**src/hw/rtl/chd_pkg.sv**
```systemverilog
// Shared types, widths and constants for the compass heading unit.
// Used by chd_cordic_stage and compass_heading_atan2_unit; no dependencies.
`timescale 1ns / 1ps

package chd_pkg;

  localparam int XW        = 44;  // datapath: 17-bit magnitude scaled by 2^24, plus growth
  localparam int ZW        = 25;  // signed angle, 2^-16 degree units
  localparam int TW        = 25;  // unsigned full-circle angle, 2^-16 degree units
  localparam int IN_W      = 16;
  localparam int HEAD_W    = 15;
  localparam int ATAN_LEN  = 24;

  localparam logic signed [ZW-1:0] DEG90_Z  = ZW'(90 * 65536);
  localparam logic [TW-1:0]        DEG180_T = TW'(180 * 65536);
  localparam logic [TW-1:0]        DEG360_T = TW'(360 * 65536);
  localparam logic [HEAD_W-1:0]    HEAD_MAX = HEAD_W'(23039);

  typedef struct packed {
    logic                 valid;
    logic signed [XW-1:0] x;
    logic signed [XW-1:0] y;
    logic signed [ZW-1:0] z;
    logic                 neg_x;
    logic                 neg_y;
    logic                 zero;
  } chd_lane_t;

  // atan(2^-i) in degrees * 65536, rounded to nearest
  function automatic logic signed [ZW-1:0] atan_entry(input logic [4:0] idx);
    logic signed [ZW-1:0] a;
    case (idx)
      5'd0:    a = ZW'(2949120);
      5'd1:    a = ZW'(1740967);
      5'd2:    a = ZW'(919879);
      5'd3:    a = ZW'(466945);
      5'd4:    a = ZW'(234379);
      5'd5:    a = ZW'(117304);
      5'd6:    a = ZW'(58666);
      5'd7:    a = ZW'(29335);
      5'd8:    a = ZW'(14668);
      5'd9:    a = ZW'(7334);
      5'd10:   a = ZW'(3667);
      5'd11:   a = ZW'(1833);
      5'd12:   a = ZW'(917);
      5'd13:   a = ZW'(458);
      5'd14:   a = ZW'(229);
      5'd15:   a = ZW'(115);
      5'd16:   a = ZW'(57);
      5'd17:   a = ZW'(29);
      5'd18:   a = ZW'(14);
      5'd19:   a = ZW'(7);
      5'd20:   a = ZW'(4);
      5'd21:   a = ZW'(2);
      5'd22:   a = ZW'(1);
      default: a = '0;
    endcase
    return a;
  endfunction

endpackage

```
**src/hw/rtl/chd_cordic_stage.sv**
```systemverilog
// One registered CORDIC vectoring iteration with a fixed shift.
// Depends on chd_pkg for the lane struct and the arctangent table.
`timescale 1ns / 1ps

module chd_cordic_stage
  import chd_pkg::*;
#(
  parameter int SHIFT = 0
) (
  input  logic      clk,
  input  logic      rst,
  input  logic      en,
  input  chd_lane_t in_lane,
  output chd_lane_t out_lane
);

  localparam logic signed [ZW-1:0] ANGLE = atan_entry(5'(SHIFT));

  chd_lane_t lane_next;
  logic signed [XW-1:0] dx;
  logic signed [XW-1:0] dy;

  always_comb begin
    dx        = in_lane.y >>> SHIFT;
    dy        = in_lane.x >>> SHIFT;
    lane_next = in_lane;
    if (!in_lane.y[XW-1]) begin
      lane_next.x = in_lane.x + dx;
      lane_next.y = in_lane.y - dy;
      lane_next.z = in_lane.z + ANGLE;
    end else begin
      lane_next.x = in_lane.x - dx;
      lane_next.y = in_lane.y + dy;
      lane_next.z = in_lane.z - ANGLE;
    end
  end

  always_ff @(posedge clk) begin
    if (rst) begin
      out_lane.valid <= 1'b0;
    end else if (en) begin
      out_lane <= lane_next;
    end
  end

endmodule

```
**config.mk**
```make
export PLATFORM = sky130hd
export DESIGN_NAME = chd_cordic_stage
export DESIGN_NICKNAME = d
export VERILOG_FILES = /design/src/hw/rtl/chd_pkg.sv /design/src/hw/rtl/chd_cordic_stage.sv
export SDC_FILE = /design/constraint.sdc
export NUM_CORES = 1
export LEC_CHECK = 0
export BUFFER_PORTS_ARGS = -buffer_cell sky130_fd_sc_hd__buf_2
export CAP_MARGIN = 25
export CORE_MARGIN = 1.5
export CORE_UTILIZATION = 37
export DETAILED_ROUTE_END_ITERATION = 6
export PLACE_DENSITY = 0.6
export RECOVER_POWER = 100
export SYNTH_ARGS = -nofsm -noshare
export SYNTH_HDL_FRONTEND = slang
export SYNTH_SLANG_ARGS = --single-unit
```
**constraint.sdc**
```tcl
create_clock -name clk -period 12.6 [get_ports clk]
set_input_delay 1.26 -clock clk [delete_from_list [all_inputs] [get_ports clk]]
set_output_delay 1.26 -clock clk [all_outputs]
set_load 0.01 [all_outputs]
```
==> results.md <==
* Status: complete, but fails checks
* Violated checks: capacitance limit, slew limit
* Num CTS Buffers at 17
* Mapped Cells at 1439
* PostCTS Resize Cnt at 0
* Yosys cell types at 85
* Post-synthesis sequential element count at around 120
* Mean Syn Cell Area at ~8.4 µm²
* Max Clock Skew at 0 ps
* Die Area at between 30000 and 40000 µm²
* Share of cells above drive strength 1 at 0.103
* RSZ-0062 raised after global routing: false
* Max Cap Viol at 5
* Reg area at approximately 3500 µm²
* Type of origin of the critical path: primary input
* Nets at ~1.9k
* CTS root buffer: clkbuf_16
* Reg clk slew, reported paths at 60 ps
* Arrival @ worst endpoint at between 6000 and 7000 ps
* Hold Buf Count CTS at 0
* Overflow left after global routing at 0
* Final min period at between 6000 and 7000 ps
* Area of the core at about 32000 µm²
* Number of fill cells at 3433
* Clk Latency, worst-skew pair at roughly 440 ps
* IO buf count at 236
* Max Root-Sink Buffers at 2
* Worst vdd ir at 0.0000977 V
* P per Cell Area at between 100 and 150 nW/µm²
* Pins over their slew limit at between 200 and 300
* Multi-input logic area at 7760 µm²
* Iter 0 DRT Violations at 1191
* Area of the mapped netlist at 12100 µm²
* Fin crit share at 0.493
* Worst Tran Pin Value at approximately 4100 ps
* Routed wire length at around 43000 µm
* Clock tree sinks at 116
* Hpwl dp at 33900 µm
* Die width at 184 µm
* Synthesis warning total at 0
* Largest net degree at the start of global routing at just under 80
* ANT nets after route at 0
* Pre-CTS WS at ~7600 ps
* TNS Setup at 0 ps
* Fmax at around 160 MHz
* Sequential share of the synthesized area at 0.286
* Rows at 66
* Max FFs per register at between 100 and 150
* Ports at approximately 240
* First-pass GRT wire length at 64500 µm
* Critical Path End Type: flop
* Power Total at around 1.5 mW
* Worst-path fanout max at 77
* Drc violations at 0
* Initial antenna violation count at 2
* Post-synth EDFFs at about 120
* Post-DR wirelength/cell at slightly above 20 µm
* Initial Utilization at 0.375
* Area added between synthesis and finish at 15.0%
* CTS tree: built
* Min setup slack post-route at about 6400 ps
* Top Registers: out_lane: 116 flops
* Req. time, crit path at about 13000 ps
* Biggest register: out_lane
* Worst slew margin at -1.71
* Post-CTS setup buffer count at 0
* Async SR Flop Fraction at 0
* Vias in the first global route at 11.2k
* # setup viols final at 0
* 1st-pass router iterations at 5
* GP Congestion at roughly 0.96
* Final Hold Vio Count at 0
* Mapped Nets at 1715
* Ys flop type: edfxtp_1
* Commonest non-fill, non-tap cells in the layout: 200 x a21oi_1, 152 x ha_1, 140 x inv_1, 126 x clkbuf_1, 119 x nor2_1
* GRT Overall Usage at 0.251
* Die Ht at roughly 180 µm
* Leakage at roughly 5.7 nW
* CP Class: primary input to flop
* Vias/cell at 5.58
* Most common cell after layout, fill and taps aside: a21oi_1
* H-Tree Depth at 4
* Hold crit path type: flop to flop
* Via count at about 12k
final cells by class:
cell class                      count  area share
Timing Repair Buffer              240      0.0749
Multi-Input combinational cell   1113       0.557
Clock inverter                     15     0.00871
Clock buffer                       17      0.0305
Tap cell                          442      0.0397
Inverter                          149      0.0401
Sequential cell                   116       0.249
Antenna cell                        1    0.000180
report_power, final:
group	internal [mW]	switching, mW	leakage [nW]
clock network	0.256	0.222	0.265
registers	0.488	0.0128	1.09
logic	0.188	0.364	4.39
total	0.932	0.598	5.74
logic make-up (layout without fill, tap and decap cells):
family	count (synthesis)	count (layout)	share of synthesized area
AO/OA/AOI/OAI	509	509	0.268
XOR/XNOR	91	91	0.0657
adder cells (fa/ha/maj)	156	156	0.163
buffers and inverters	210	421	0.0690
flip-flops	116	116	0.286
multiplexers	23	23	0.0190
other	0	1	0
AND/OR/NAND/NOR	334	334	0.129
synth_stat cells (all sizes together) (10+ instances only):
library cell | number | area share
a21oi | 201 | 0.084
ha | 152 | 0.16
inv | 142 | 0.044
nor2 | 120 | 0.037
edfxtp | 115 | 0.28
o21ai | 107 | 0.044
nand2 | 83 | 0.026
xnor2 | 77 | 0.056
o21bai | 47 | 0.029
clkbuf | 33 | 0.010
nor3 | 31 | 0.014
buf | 28 | 0.013
mux2i | 23 | 0.019
nand3 | 22 | 0.0091
o31ai | 20 | 0.012
a21o | 19 | 0.012
nand4 | 16 | 0.0083
xor2 | 14 | 0.010
nor4 | 13 | 0.0072
a211oi | 12 | 0.0083
a31oi | 11 | 0.0057
nand2b | 10 | 0.0052
critical path, stage by stage:
cell and delay [ps]:
clkbuf_1 1160, clkbuf_1 2520, nand2_1 100, a2111oi_0 880, a21oi_1 170, xnor2_1 270
metrics by stage:
step | instance area (µm²) | utilization | cells | hold WS [ps]
after CTS | 14200 | 0.438 | 2092 | 502
after detailed placement | 13600 | 0.421 | 2060 | 487
final | 13900 | 0.431 | 2093 | 506
after floorplan | 12100 | - | 1439 | 528
after global placement | 13600 | 0.421 | 2060 | 472
after global routing | 13900 | 0.431 | 2092 | 547
worst paths after layout:
| kind | to | slack [ps] | start | depth (start not counted) |
|---|---|---|---|---|
| hold / removal | out_lane[116] | 510 | out_lane[116] | 2 |
| setup reg to reg | out_lane[116] | 12010 | out_lane[116] | 2 |
| hold reg to reg | out_lane[116] | 510 | out_lane[116] | 2 |
| setup / recovery | out_lane[108] | 6380 | in_lane[71] | 6 |
routing by layer:
| metal | up-vias | track usage | share of wire |
|---|---|---|---|
| met4 | 0 | 0.0869 | 0.028 |
| met5 | - | 0 | 0 |
| met2 | 516 | 0.388 | 0.43 |
| met1 | 5526 | 0.352 | 0.47 |
| met3 | 83 | 0.0420 | 0.075 |
| li1 | 5560 | - | - |
(Power assumes the default switching activity.)
